**config.mk**
```make
export PLATFORM = sky130hd
export DESIGN_NAME = convex_hull_gift_wrapping
export DESIGN_NICKNAME = d
export VERILOG_FILES = /design/src/design/chgw_pkg.sv /design/src/design/convex_hull_gift_wrapping.sv /design/src/design/chgw_ctrl.sv /design/src/design/chgw_dp.sv
export VERILOG_INCLUDE_DIRS = /design/src /design/src/design
export SDC_FILE = /design/constraint.sdc
export NUM_CORES = 2
export LEC_CHECK = 0
export ABC_CLOCK_PERIOD_IN_PS = 6530
export BUFFER_PORTS_ARGS = -buffer_cell sky130_fd_sc_hd__buf_2
export CAP_MARGIN = 20
export CORE_MARGIN = 4
export CORE_UTILIZATION = 60
export CTS_BUF_LIST = sky130_fd_sc_hd__clkbuf_8
export DETAILED_ROUTE_END_ITERATION = 10
export GPL_TIMING_DRIVEN = 0
export PLACE_DENSITY = 0.79
export SLEW_MARGIN = 5
export SYNTH_ARGS = -nofsm -noshare
export SYNTH_HDL_FRONTEND = slang
export SYNTH_HIERARCHICAL = 1
export SYNTH_SLANG_ARGS = --single-unit
```
**constraint.sdc**
```tcl
create_clock -name i_clk -period 6.53 [get_ports i_clk]
set_input_delay 1.306 -clock i_clk [delete_from_list [all_inputs] [get_ports i_clk]]
set_output_delay 1.306 -clock i_clk [all_outputs]
set_load 0.01 [all_outputs]
```
**src/design/convex_hull_gift_wrapping_macros.svh**
```systemverilog
// assertion helpers for the top-level design file
`ifndef CONVEX_HULL_GIFT_WRAPPING_MACROS_SVH
`define CONVEX_HULL_GIFT_WRAPPING_MACROS_SVH

// same-cycle implication, clocked on i_clk, off during reset
`define CHGW_ASSERT_IMP(lbl, ante, cons, msg) \
    lbl: assert property (@(posedge i_clk) disable iff (!i_rst_n) (ante) |-> (cons)) \
        else $error(msg);

// next-cycle implication, clocked on i_clk, off during reset
`define CHGW_ASSERT_NXT(lbl, ante, cons, msg) \
    lbl: assert property (@(posedge i_clk) disable iff (!i_rst_n) (ante) |=> (cons)) \
        else $error(msg);

`endif

```
**src/design/chgw_pkg.sv**
```systemverilog
package chgw_pkg;

    // default sizes
    localparam int MAX_POINTS_DEF  = 64;
    localparam int COORD_BITS_DEF  = 16;

    // comparison counter, saturating
    localparam int                    COUNT_BITS = 13;
    localparam logic [COUNT_BITS-1:0] COUNT_MAX  = '1;

    // turn direction codes
    typedef enum logic [1:0] {
        COLLINEAR        = 2'd0,
        CLOCKWISE        = 2'd1,
        COUNTERCLOCKWISE = 2'd2
    } t_orient;

    // controller states
    typedef enum logic [3:0] {
        ST_LOAD,
        ST_CHECK,
        ST_EMPTY,
        ST_MIN_RD,
        ST_MIN_CMP,
        ST_WALK,
        ST_SC_RD,
        ST_SC_DIFF,
        ST_SC_MUL,
        ST_SC_DEC,
        ST_EMIT
    } t_state;

    // commands from controller to datapath
    typedef struct packed {
        logic load;        // store the incoming point
        logic min_start;   // clear scan index and comparison count
        logic min_upd;     // leftmost search step
        logic walk_start;  // first hull vertex from leftmost point
        logic diff;        // form edge vectors
        logic mul;         // cross product terms
        logic dec;         // turn decision, candidate update
        logic emit;        // put current vertex into output register
        logic emit_empty;  // put the empty marker into output register
    } t_cmd;

    // status from datapath to controller
    typedef struct packed {
        logic few;         // fewer than three points stored
        logic idx_last;    // scan index at last stored point
        logic walk_done;   // this vertex closes or cuts off the walk
        logic out_free;    // output register can take an item
    } t_sts;

endpackage

```
**src/design/convex_hull_gift_wrapping.sv**
```systemverilog
// loading: one point per cycle, n points stored, extras beyond MAX_POINTS dropped
// after the last point: a check state, then a leftmost search that reads and compares each point,
// then per hull vertex a decision loop per point (store read, edge vectors, cross product, turn
// decision) and an emit; results leave one a vertex
// no new point is taken until the last vertex is in the output register
// synchronous active-low reset empties the point store count and the output register
`include "convex_hull_gift_wrapping_macros.svh"

module convex_hull_gift_wrapping #(
    parameter int MAX_POINTS = chgw_pkg::MAX_POINTS_DEF,
    parameter int COORD_BITS = chgw_pkg::COORD_BITS_DEF,
    localparam int DATA_W    = ((2 * COORD_BITS + 7) / 8) * 8,
    localparam int USER_W    = 2 + chgw_pkg::COUNT_BITS
) (
    input  logic              i_clk,
    input  logic              i_rst_n,
    input  logic              s_axis_tvalid,
    output logic              s_axis_tready,
    input  logic [DATA_W-1:0] s_axis_tdata,   // point_x, point_y, zero fill
    input  logic              s_axis_tlast,   // last_point
    output logic              m_axis_tvalid,
    input  logic              m_axis_tready,
    output logic [DATA_W-1:0] m_axis_tdata,   // hull_x, hull_y, zero fill
    output logic [USER_W-1:0] m_axis_tuser,   // hull_empty, wrap_overflow, compare_count
    output logic              m_axis_tlast    // last_vertex
);

    chgw_pkg::t_cmd cmd;
    chgw_pkg::t_sts sts;

    logic signed [COORD_BITS-1:0]    hull_x, hull_y;
    logic                            hull_empty, wrap_overflow;
    logic [chgw_pkg::COUNT_BITS-1:0] compare_count;

    // sequencer
    chgw_ctrl u_ctrl (
        .i_clk      (i_clk),
        .i_rst_n    (i_rst_n),
        .i_in_valid (s_axis_tvalid),
        .i_in_last  (s_axis_tlast),
        .i_sts      (sts),
        .o_in_ready (s_axis_tready),
        .o_cmd      (cmd)
    );

    // point store, orientation unit, output register
    chgw_dp #(
        .MAX_POINTS (MAX_POINTS),
        .COORD_BITS (COORD_BITS)
    ) u_dp (
        .i_clk           (i_clk),
        .i_rst_n         (i_rst_n),
        .i_cmd           (cmd),
        .i_point_x       (s_axis_tdata[COORD_BITS-1:0]),
        .i_point_y       (s_axis_tdata[2*COORD_BITS-1:COORD_BITS]),
        .i_out_ready     (m_axis_tready),
        .o_sts           (sts),
        .o_out_valid     (m_axis_tvalid),
        .o_hull_x        (hull_x),
        .o_hull_y        (hull_y),
        .o_hull_empty    (hull_empty),
        .o_wrap_overflow (wrap_overflow),
        .o_compare_count (compare_count),
        .o_last_vertex   (m_axis_tlast)
    );

    // result packing
    assign m_axis_tdata = DATA_W'({hull_y, hull_x});
    assign m_axis_tuser = {compare_count, wrap_overflow, hull_empty};

    // checks
    `CHGW_ASSERT_IMP(a_empty_alone,
        m_axis_tvalid && hull_empty,
        m_axis_tlast && (compare_count == '0) && !wrap_overflow,
        "empty result not a lone final item")
    `CHGW_ASSERT_IMP(a_count_on_last,
        m_axis_tvalid && !m_axis_tlast,
        (compare_count == '0) && !wrap_overflow,
        "count or overflow flag before final vertex")
    `CHGW_ASSERT_NXT(a_busy_after_last,
        s_axis_tvalid && s_axis_tready && s_axis_tlast,
        !s_axis_tready,
        "point taken right after a closing point")
    `CHGW_ASSERT_IMP(a_vertex_count,
        m_axis_tvalid && m_axis_tlast && !hull_empty,
        compare_count != '0,
        "hull closed without orientation tests")

endmodule

```
**src/design/chgw_ctrl.sv**
```systemverilog
module chgw_ctrl (
    input  logic           i_clk,
    input  logic           i_rst_n,
    input  logic           i_in_valid,
    input  logic           i_in_last,
    input  chgw_pkg::t_sts i_sts,
    output logic           o_in_ready,
    output chgw_pkg::t_cmd o_cmd
);

    chgw_pkg::t_state r_state;
    chgw_pkg::t_state n_state;

    // state register
    always_ff @(posedge i_clk) begin
        if (!i_rst_n) begin
            r_state <= chgw_pkg::ST_LOAD;
        end else begin
            r_state <= n_state;
        end
    end

    // next state
    always_comb begin
        n_state = r_state;
        case (r_state)
            chgw_pkg::ST_LOAD: begin
                if (i_in_valid && i_in_last) begin
                    n_state = chgw_pkg::ST_CHECK;
                end
            end
            chgw_pkg::ST_CHECK: begin
                n_state = i_sts.few ? chgw_pkg::ST_EMPTY : chgw_pkg::ST_MIN_RD;
            end
            chgw_pkg::ST_EMPTY: begin
                if (i_sts.out_free) begin
                    n_state = chgw_pkg::ST_LOAD;
                end
            end
            chgw_pkg::ST_MIN_RD:  n_state = chgw_pkg::ST_MIN_CMP;
            chgw_pkg::ST_MIN_CMP: begin
                n_state = i_sts.idx_last ? chgw_pkg::ST_WALK : chgw_pkg::ST_MIN_RD;
            end
            chgw_pkg::ST_WALK:    n_state = chgw_pkg::ST_SC_RD;
            chgw_pkg::ST_SC_RD:   n_state = chgw_pkg::ST_SC_DIFF;
            chgw_pkg::ST_SC_DIFF: n_state = chgw_pkg::ST_SC_MUL;
            chgw_pkg::ST_SC_MUL:  n_state = chgw_pkg::ST_SC_DEC;
            chgw_pkg::ST_SC_DEC: begin
                n_state = i_sts.idx_last ? chgw_pkg::ST_EMIT : chgw_pkg::ST_SC_RD;
            end
            chgw_pkg::ST_EMIT: begin
                if (i_sts.out_free) begin
                    n_state = i_sts.walk_done ? chgw_pkg::ST_LOAD : chgw_pkg::ST_SC_RD;
                end
            end
            default: n_state = chgw_pkg::ST_LOAD;
        endcase
    end

    // command decode
    always_comb begin
        o_cmd      = '0;
        o_in_ready = 1'b0;
        case (r_state)
            chgw_pkg::ST_LOAD: begin
                o_in_ready = 1'b1;
                o_cmd.load = i_in_valid;
            end
            chgw_pkg::ST_CHECK:   o_cmd.min_start  = 1'b1;
            chgw_pkg::ST_EMPTY:   o_cmd.emit_empty = i_sts.out_free;
            chgw_pkg::ST_MIN_RD:  o_cmd            = '0;
            chgw_pkg::ST_MIN_CMP: o_cmd.min_upd    = 1'b1;
            chgw_pkg::ST_WALK:    o_cmd.walk_start = 1'b1;
            chgw_pkg::ST_SC_RD:   o_cmd            = '0;
            chgw_pkg::ST_SC_DIFF: o_cmd.diff       = 1'b1;
            chgw_pkg::ST_SC_MUL:  o_cmd.mul        = 1'b1;
            chgw_pkg::ST_SC_DEC:  o_cmd.dec        = 1'b1;
            chgw_pkg::ST_EMIT:    o_cmd.emit       = i_sts.out_free;
            default:              o_cmd            = '0;
        endcase
    end

endmodule

```
**src/design/chgw_dp.sv**
```systemverilog
module chgw_dp #(
    parameter int MAX_POINTS = chgw_pkg::MAX_POINTS_DEF,
    parameter int COORD_BITS = chgw_pkg::COORD_BITS_DEF
) (
    input  logic                            i_clk,
    input  logic                            i_rst_n,
    input  chgw_pkg::t_cmd                  i_cmd,
    input  logic signed [COORD_BITS-1:0]    i_point_x,
    input  logic signed [COORD_BITS-1:0]    i_point_y,
    input  logic                            i_out_ready,
    output chgw_pkg::t_sts                  o_sts,
    output logic                            o_out_valid,
    output logic signed [COORD_BITS-1:0]    o_hull_x,
    output logic signed [COORD_BITS-1:0]    o_hull_y,
    output logic                            o_hull_empty,
    output logic                            o_wrap_overflow,
    output logic [chgw_pkg::COUNT_BITS-1:0] o_compare_count,
    output logic                            o_last_vertex
);

    localparam int IW = $clog2(MAX_POINTS);
    localparam int NB = $clog2(MAX_POINTS + 1);
    localparam int CW = COORD_BITS;
    localparam int DW = CW + 1;
    localparam int PW = 2 * DW;
    localparam int XW = PW + 1;

    // point store, x in the low half
    logic [2*CW-1:0] r_pts_mem [MAX_POINTS];

    logic [NB-1:0]                    r_n;
    logic [IW-1:0]                    r_i;
    logic [NB-1:0]                    r_k;
    logic [chgw_pkg::COUNT_BITS-1:0]  r_count;
    logic signed [CW-1:0]             r_rd_x, r_rd_y;
    logic [IW-1:0]                    r_best_idx;
    logic signed [CW-1:0]             r_best_x, r_best_y;
    logic [IW-1:0]                    r_start_idx;
    logic [IW-1:0]                    r_cur_idx;
    logic signed [CW-1:0]             r_cur_x, r_cur_y;
    logic [IW-1:0]                    r_cand_idx;
    logic signed [CW-1:0]             r_cand_x, r_cand_y;
    logic signed [DW-1:0]             r_ax, r_ay, r_bx, r_by;
    logic signed [PW-1:0]             r_p1, r_p2;
    logic                             r_out_valid;
    logic signed [CW-1:0]             r_out_x, r_out_y;
    logic                             r_out_empty, r_out_ovf, r_out_last;
    logic [chgw_pkg::COUNT_BITS-1:0]  r_out_count;

    logic                 store_room;
    logic                 idx_last;
    logic                 k_full;
    logic                 closes;
    logic                 walk_done;
    logic                 out_free;
    logic                 finish;
    logic                 better;
    logic                 take;
    logic signed [XW-1:0] xprod;
    chgw_pkg::t_orient    orient;

    // status
    assign store_room = (r_n < NB'(MAX_POINTS));
    assign idx_last   = (NB'(r_i) == (r_n - NB'(1)));
    assign k_full     = ((r_k + NB'(1)) >= r_n);
    assign closes     = (r_cand_idx == r_start_idx);
    assign walk_done  = closes || k_full;
    assign out_free   = !r_out_valid || i_out_ready;
    assign finish     = i_cmd.emit_empty || (i_cmd.emit && walk_done);

    always_comb begin
        o_sts           = '0;
        o_sts.few       = (r_n < NB'(3));
        o_sts.idx_last  = idx_last;
        o_sts.walk_done = walk_done;
        o_sts.out_free  = out_free;
    end

    // leftmost test, lowest on an x tie, earliest on a full tie
    assign better = (r_i == '0) || (r_rd_x < r_best_x) ||
                    ((r_rd_x == r_best_x) && (r_rd_y < r_best_y));

    // sign of the cross product decides the turn
    assign xprod = {r_p1[PW-1], r_p1} - {r_p2[PW-1], r_p2};

    always_comb begin
        if (xprod[XW-1]) begin
            orient = chgw_pkg::COUNTERCLOCKWISE;
        end else if (xprod != '0) begin
            orient = chgw_pkg::CLOCKWISE;
        end else begin
            orient = chgw_pkg::COLLINEAR;
        end
    end

    assign take = (r_i == '0) || (r_cand_idx == r_cur_idx) ||
                  (orient == chgw_pkg::COUNTERCLOCKWISE);

    // point store write and registered read
    always_ff @(posedge i_clk) begin
        if (i_cmd.load && store_room) begin
            r_pts_mem[r_n[IW-1:0]] <= {i_point_y, i_point_x};
        end
        {r_rd_y, r_rd_x} <= r_pts_mem[r_i];
    end

    // point count
    always_ff @(posedge i_clk) begin
        if (!i_rst_n) begin
            r_n <= '0;
        end else if (finish) begin
            r_n <= '0;
        end else if (i_cmd.load && store_room) begin
            r_n <= r_n + NB'(1);
        end
    end

    // scan index, vertex count, comparison count
    always_ff @(posedge i_clk) begin
        if (!i_rst_n) begin
            r_i     <= '0;
            r_k     <= '0;
            r_count <= '0;
        end else begin
            if (i_cmd.min_start) begin
                r_i     <= '0;
                r_count <= '0;
            end
            if (i_cmd.min_upd && !idx_last) begin
                r_i <= r_i + IW'(1);
            end
            if (i_cmd.walk_start) begin
                r_i <= '0;
                r_k <= '0;
            end
            if (i_cmd.dec) begin
                if (!idx_last) begin
                    r_i <= r_i + IW'(1);
                end
                if (r_count != chgw_pkg::COUNT_MAX) begin
                    r_count <= r_count + chgw_pkg::COUNT_BITS'(1);
                end
            end
            if (i_cmd.emit) begin
                r_i <= '0;
                r_k <= r_k + NB'(1);
            end
        end
    end

    // leftmost point, current vertex and candidate
    always_ff @(posedge i_clk) begin
        if (i_cmd.min_upd && better) begin
            r_best_idx <= r_i;
            r_best_x   <= r_rd_x;
            r_best_y   <= r_rd_y;
        end
        if (i_cmd.walk_start) begin
            r_start_idx <= r_best_idx;
            r_cur_idx   <= r_best_idx;
            r_cur_x     <= r_best_x;
            r_cur_y     <= r_best_y;
        end
        if (i_cmd.dec && take) begin
            r_cand_idx <= r_i;
            r_cand_x   <= r_rd_x;
            r_cand_y   <= r_rd_y;
        end
        if (i_cmd.emit) begin
            r_cur_idx <= r_cand_idx;
            r_cur_x   <= r_cand_x;
            r_cur_y   <= r_cand_y;
        end
    end

    // edge vectors and cross product terms
    always_ff @(posedge i_clk) begin
        if (i_cmd.diff) begin
            r_ax <= {r_cand_x[CW-1], r_cand_x} - {r_cur_x[CW-1], r_cur_x};
            r_ay <= {r_cand_y[CW-1], r_cand_y} - {r_cur_y[CW-1], r_cur_y};
            r_bx <= {r_rd_x[CW-1], r_rd_x} - {r_cur_x[CW-1], r_cur_x};
            r_by <= {r_rd_y[CW-1], r_rd_y} - {r_cur_y[CW-1], r_cur_y};
        end
        if (i_cmd.mul) begin
            r_p1 <= r_ax * r_by;
            r_p2 <= r_ay * r_bx;
        end
    end

    // output register valid
    always_ff @(posedge i_clk) begin
        if (!i_rst_n) begin
            r_out_valid <= 1'b0;
        end else if (i_cmd.emit || i_cmd.emit_empty) begin
            r_out_valid <= 1'b1;
        end else if (i_out_ready) begin
            r_out_valid <= 1'b0;
        end
    end

    // output register payload
    always_ff @(posedge i_clk) begin
        if (i_cmd.emit_empty) begin
            r_out_x     <= '0;
            r_out_y     <= '0;
            r_out_empty <= 1'b1;
            r_out_ovf   <= 1'b0;
            r_out_count <= '0;
            r_out_last  <= 1'b1;
        end else if (i_cmd.emit) begin
            r_out_x     <= r_cur_x;
            r_out_y     <= r_cur_y;
            r_out_empty <= 1'b0;
            r_out_ovf   <= !closes && k_full;
            r_out_count <= walk_done ? r_count : '0;
            r_out_last  <= walk_done;
        end
    end

    assign o_out_valid     = r_out_valid;
    assign o_hull_x        = r_out_x;
    assign o_hull_y        = r_out_y;
    assign o_hull_empty    = r_out_empty;
    assign o_wrap_overflow = r_out_ovf;
    assign o_compare_count = r_out_count;
    assign o_last_vertex   = r_out_last;

endmodule

```
Word-level counts from Yosys, hierarchy flattened
Memory sizes are Yosys's and may differ from the RTL's. A register that Yosys moved wholly into a read port is not among the register bits.
Index checks and enable logic that the tools add are counted.
{"block": "totals", "inputBits": 37, "word_cells": 134, "ram_bits": 2048, "n_memories": 1, "regBits": 342, "output_inout_bits": 50}
{"name": "u_dp.r_pts_mem", "depth": 64, "word_bits": 32, "rd": 1, "rd_ports_with_merged_regs": 1, "write_ports": 1, "line": "chgw_dp.sv:29", "rtl": "logic [2*CW-1:0] r_pts_mem [MAX_POINTS];"}
{"block": "op_classes", "n_mul": 2, "reduce_logical": 27, "muxes": 41, "magnitude_cmp": 5, "eq_ne": 19, "addsub": 10, "bitwise_logic": 1}
{"op": "$mul 17x17->34", "n": 2}
{"op": "$sub 16x16->17", "n": 4}
{"op": "$mux 16", "n": 4}
{"op": "$mux 13", "n": 4}
{"op": "$pmux 4 s11", "n": 1}
{"op": "$mux 6", "n": 7}
{"op": "$reduce_bool 35->1", "n": 1}
{"op": "$sub 34x34->35", "n": 1}
{"op": "$lt 16x16->1", "n": 2}
{"op": "$eq 16x16->1", "n": 1}
{"op": "$eq 4x3->1 const B", "n": 4}
{"op": "$mux 1", "n": 16}
{"op": "$mux 4", "n": 4}
{"op": "$add 7x1->7 const B", "n": 2}
{"op": "$mux 7", "n": 2}
{"op": "$add 13x1->13 const B", "n": 1}
{"op": "$ne 13x13->1 const B", "n": 1}
{"op": "$eq 4x4->1 const B", "n": 3}
{"op": "$eq 6x6->1", "n": 2}
{"op": "$eq 4x2->1 const B", "n": 2}
{"op": "$logic_and 1x1->1", "n": 8}
{"op": "$logic_or 1x1->1", "n": 8}
{"op": "$eq 6x7->1", "n": 1}
{"op": "$ge 7x7->1", "n": 1}
{"op": "other kinds (16)", "n": 23}

Longest topological paths before layout
{"block": "depth", "word_depth": 8, "mapped_depth": 26, "ltp_nobuf": 24}

Cells and area by module
The synthesis kept the hierarchy.
{"mod": "chgw_dp", "area_each_um2": 116041.3, "cells_per_inst": 6677, "seq_area_each_um2": 71468.5, "n_inst": 1}
{"mod": "chgw_ctrl", "area_each_um2": 371.6, "cells_per_inst": 53, "seq_area_each_um2": 80.1, "n_inst": 1}
{"mod": "convex_hull_gift_wrapping", "area_each_um2": 15.0, "cells_per_inst": 2, "seq_area_each_um2": 0.0, "n_inst": 1}

Worst setup path before layout
OpenSTA, ideal clock, no wires.
{"block": "synth_timing", "kind": "register -> register", "from": "register u_dp.r_by[8]", "to": "register u_dp.r_p1[33], data pin", "setup_slack_ps": 242, "required_ps": 6271, "n_path_buf": 3, "synth_period_minus_slack_ps": 6288, "path_stages_with_launch": 27, "setup_time_ps": 259, "t_arrival_ps": 6029, "path_cell_list": "edfxtp_1 -> clkbuf_1 -> clkbuf_1 -> nand2_1 -> fa_1 -> inv_1 -> fa_1 -> inv_1 -> fa_1 -> inv_1 -> fa_1 -> fa_1 -> inv_1 -> fa_1 -> inv_1 -> ha_1 -> clkbuf_1 -> nand2_1 -> nor3_1 -> nand3_1 -> o31ai_1 -> nand2_1 -> a21bo_2 -> a21oi_1 -> a211oi_1 -> a21oi_1 -> xnor2_1"}
{"block": "synth_between", "elab_chain_len": 1}
{"item": "from (decl)", "line": "chgw_dp.sv:43", "rtl": "logic signed [DW-1:0] r_ax, r_ay, r_bx, r_by;"}
{"item": "from (signal assigned)", "line": "chgw_dp.sv:182", "rtl": "r_by <= {r_rd_y[CW-1], r_rd_y} - {r_cur_y[CW-1], r_cur_y};"}
{"item": "$mul 17x17->34", "line": "chgw_dp.sv:185", "rtl": "r_p1 <= r_ax * r_by;"}
{"item": "to (signal assigned)", "line": "chgw_dp.sv:185"}
{"item": "to (decl)", "line": "chgw_dp.sv:44", "rtl": "logic signed [PW-1:0] r_p1, r_p2;"}
Every way passes these cells.
A chain may end at the register's enable or synchronous reset.

Worst setup path after layout
{"block": "layout_timing", "from": "register u_dp.r_ax[12]", "to": "register u_dp.r_p1[33], data pin"}
{"block": "layout_between", "elab_chain_len": 1}
{"item": "from (decl)", "line": "chgw_dp.sv:43"}
{"item": "from (signal assigned)", "line": "chgw_dp.sv:179", "rtl": "r_ax <= {r_cand_x[CW-1], r_cand_x} - {r_cur_x[CW-1], r_cur_x};"}
{"item": "$mul 17x17->34", "line": "chgw_dp.sv:185"}
Every way passes these cells.

==> summary.md <==
| Metric | Value |
|---|---|
| Xor-xnor portion of the synthesized cell area | `1.143%` |
| Post-synth top area cell | `edfxtp_1` |
| Antenna violations before repair | `31` |
| Sequential cell area | `0.07155 mm2` |
| Drt wl/cell | `30.85 um` |
| Fin crit share | `97.97%` |
| Clock root buffer | `clkbuf_8` |
| Crit-path max FO | `10` |
| Layout Nets | `8381` |
| Initial Util | `60.39%` |
| Synth Area in Compound Gates | `2.302%` |
| Tot GR Track Use | `31.77%` |
| Post-Synth Adder-Cell Area | `13.59%` |
| Post-synthesis register bit count | `2422` |
| Pleak | `46.99 nW` |
| Routed vias | `65571` |
| Clock buffer count from CTS | `386` |
| Pint | `23.34 mW` |
| Die extent in y | `448.5 um` |
| Number of buffers added on ports | `86` |
| Max-cap violations | `0` |
| Mux cell area share after synthesis | `13.41%` |
| Std cell rows | `161` |
| Outcome | `finished, final reports clean` |
| Core Region | `0.1928 mm2` |
| Vias in the first global route | `68205` |
| Mapped Cells | `6732` |
| Pre-antenna DRT Iters | `5` |
| Post-Route WL | `316700 um` |
| HP Class | `flop to flop` |
| CP arrival | `7.10 ns` |
| Ys async rst share | `0%` |
| Max Fclk | `0.1563 GHz` |
| Ports | `87` |
| CP max stage cell | `fa_1` |
| CP Data Required Time | `7.23 ns` |
| Commonest cells in the synthesized netlist | `edfxtp_1 (2304), inv_1 (740), mux4_2 (672), fa_1 (596), nand2_1 (346)` |
| Total die area | `0.2012 mm2` |
| Post-synthesis instance area | `0.1164 mm2` |
| Hold_ws | `0.4587 ns` |
| Post-synthesis simple-gate area fraction | `4.711%` |
| Final hold viol count | `0` |
| Congestion Overflow GR | `0` |
| Area of the multi-input gates | `0.04206 mm2` |
| Worst setup EP type | `flop` |
| Count leader, synth | `edfxtp_1` |
| Via density | `6.388` |
| CTS tree | `built` |
| Net Sw Frac | `21.38%` |
| Most used DFF post-synth | `edfxtp_1` |
| Largest net degree at the start of global routing | `65` |
| Clock Path Buffers | `4` |
| DRT iter0 DRCs | `8463` |
| CP top delay family | `adder cells` |
| Synthesized area per cell | `17.29 um2` |
| Peak VDD IR | `0.2743 mV` |
| Dpl hpwl | `221000 um` |
| Synth top area share | `59.42%` |
| Synth cell types | `81` |
| Power per cell area | `225.2 mW/mm2` |
| Clock Skew | `0.1263 ns` |
| Clock network power share | `39.7%` |
| Syn nets | `7676` |
| Placer Congestion | `0.9647` |
| Largest family of logic cells by synthesized area | `adder cells` |
| H-tree levels | `5` |
| First-pass GRT wire length | `460500 um` |
| Layout cells sized above 1 | `22.95%` |
| Setup tns final | `0 ns` |
| Max incr delay on CP | `0.53 ns` |
| Critical-path cell list | `buf_2 > nand2_1 > fa_1 > fa_1 > fa_1 > inv_1 > fa_2 > fa_1 > inv_1 > fa_1 > inv_1 > ha_4 > nand2_1 > nor3_4 > nand3_2 > o31ai_4 > nand2_2 > a21bo_4 > a21oi_4 > a211oi_4 > a21oi_2 > xnor2_2` |
| Tmin final | `6.397 ns` |
| Sequential-to-total area share from yosys stat | `61.45%` |
| Layout area overhead | `13.20%` |
| Max-slew headroom | `16.32%` |
| DRC viols | `0` |
| Most used cell, CP | `fa_1` |
| Bufs and invs on worst path | `4` |
| Ranking of synthesized cells by area | `edfxtp_1 (59%), mux4_2 (13%), fa_1 (10%)` |
| Syn. warnings | `6` |
| Flop pwr share | `57.7%` |
| Die width | `448.5 um` |
| Net Switching | `6.348 mW` |
| RSZ-0062 raised after global routing | `yes` |
| Logic pwr share | `2.7%` |
| Reg clk slew, reported paths | `0.06 ns` |
| Remaining antenna violation count | `0` |
| Hold_buf cts | `0` |
| Final Max Slew Viols | `0` |
| CTS Sinks | `2422` |
| FILL cells | `11844` |
| Clock latency on the worst-skew pair | `1.09 ns` |
| CP Launch Type | `flop` |
| Slew at the pin closest to its max-slew limit | `1.255 ns` |
| Number of synthesized flops with an enable pin | `2304` |
| Final setup viols | `0` |
| Crit path kind | `flop to flop` |
## path summary, 6_finish.rpt
path / start / endpoint / slack, ns / cells after the start
worst max-delay path: u_dp/r_ax[12] / u_dp/r_p1[33] / 0.13 / 22
worst min-delay path: u_dp/r_best_idx[1] / u_dp/r_start_idx[1] / 0.46 / 0
worst max register to register: u_dp/r_ax[12] / u_dp/r_p1[33] / 0.13 / 22
worst min register to register: u_dp/r_best_idx[1] / u_dp/r_start_idx[1] / 0.46 / 0
## repair_timing
action	4_1_cts	5_1_grt
gates cloned	2	0
buffers inserted	85	33
gates resized for setup	159	125
setup endpoints to repair	32	19
pin swaps	21	57
hold endpoints to repair	0	0
## cell families after synthesis
family | after synthesis
adder cells (fa/ha/maj) | 907
XOR/XNOR | 152
AND/OR/NAND/NOR | 1113
buffers and inverters | 1015
multiplexers | 718
AO/OA/AOI/OAI | 405
flip-flops | 2422
## per-layer routing
metal / GRT usage (%) / part of all wire (%) / up-vias
li1: - / - / 26524
met1: 39.65 / 34 / 33643
met2: 50.84 / 49 / 4397
met3: 7.338 / 11 / 995
met4: 20.01 / 7.3 / 12
met5: 0 / 0.023 / -
## power by group through the flow
stage	logic (mW)	clock network [mW]	registers, mW
finish	0.798	11.8	17.1
detailed placement	0.762	0	17.4
global route	0.837	12.7	17.1
floorplan	0.293	0	17.4
global placement	0.670	0	17.4
CTS	0.766	11.9	17.1
## sequential cells by signal (all words and copies together), names as in the netlist, 17 cells and up
register        cells
u_dp/r_pts_mem   2048
u_dp/r_ax          17
u_dp/r_by          17
u_dp/r_p1          34
u_dp/r_p2          34
u_dp/r_ay          17
u_dp/r_bx          17
## cells in the final DEF (no fill, tap or decap), types with 99 or more instances in the layout
cell type and instances:
clkinv_1 102, dfxtp_1 118, inv_1 859, mux4_2 672
nor2_1 165, fa_1 583, clkbuf_1 100, buf_4 141
xnor2_1 99, buf_2 133, and2_1 300, clkbuf_8 405
nand2_1 341, ha_1 289, edfxtp_1 2304
## layout make-up
class / count / area share, %
sequential: 2422 / 54.29
multi-input combinational: 3295 / 31.92
clock buffer: 401 / 4.188
timing repair buffer: 331 / 2.993
tap: 2526 / 2.398
inverter: 744 / 2.119
buffer: 257 / 1.030
clock inverter: 268 / 1.026
antenna: 21 / 0.03987
## through the flow
step / util [%] / area [um2] / cells / total power, mW / setup slack, ns
floorplan: - / 116400 / 6732 / 17.71 / 0.2417
global placement: 62.26 / 120000 / 9344 / 18.12 / -3.557
detailed placement: 63.60 / 122600 / 9443 / 18.20 / -1.426
CTS: 67.76 / 130600 / 10188 / 29.78 / -0.03364
global route: 68.34 / 131700 / 10248 / 30.68 / -0.06990
finish: 68.36 / 131800 / 10265 / 29.69 / 0.1325
(Power assumes the default switching activity.)
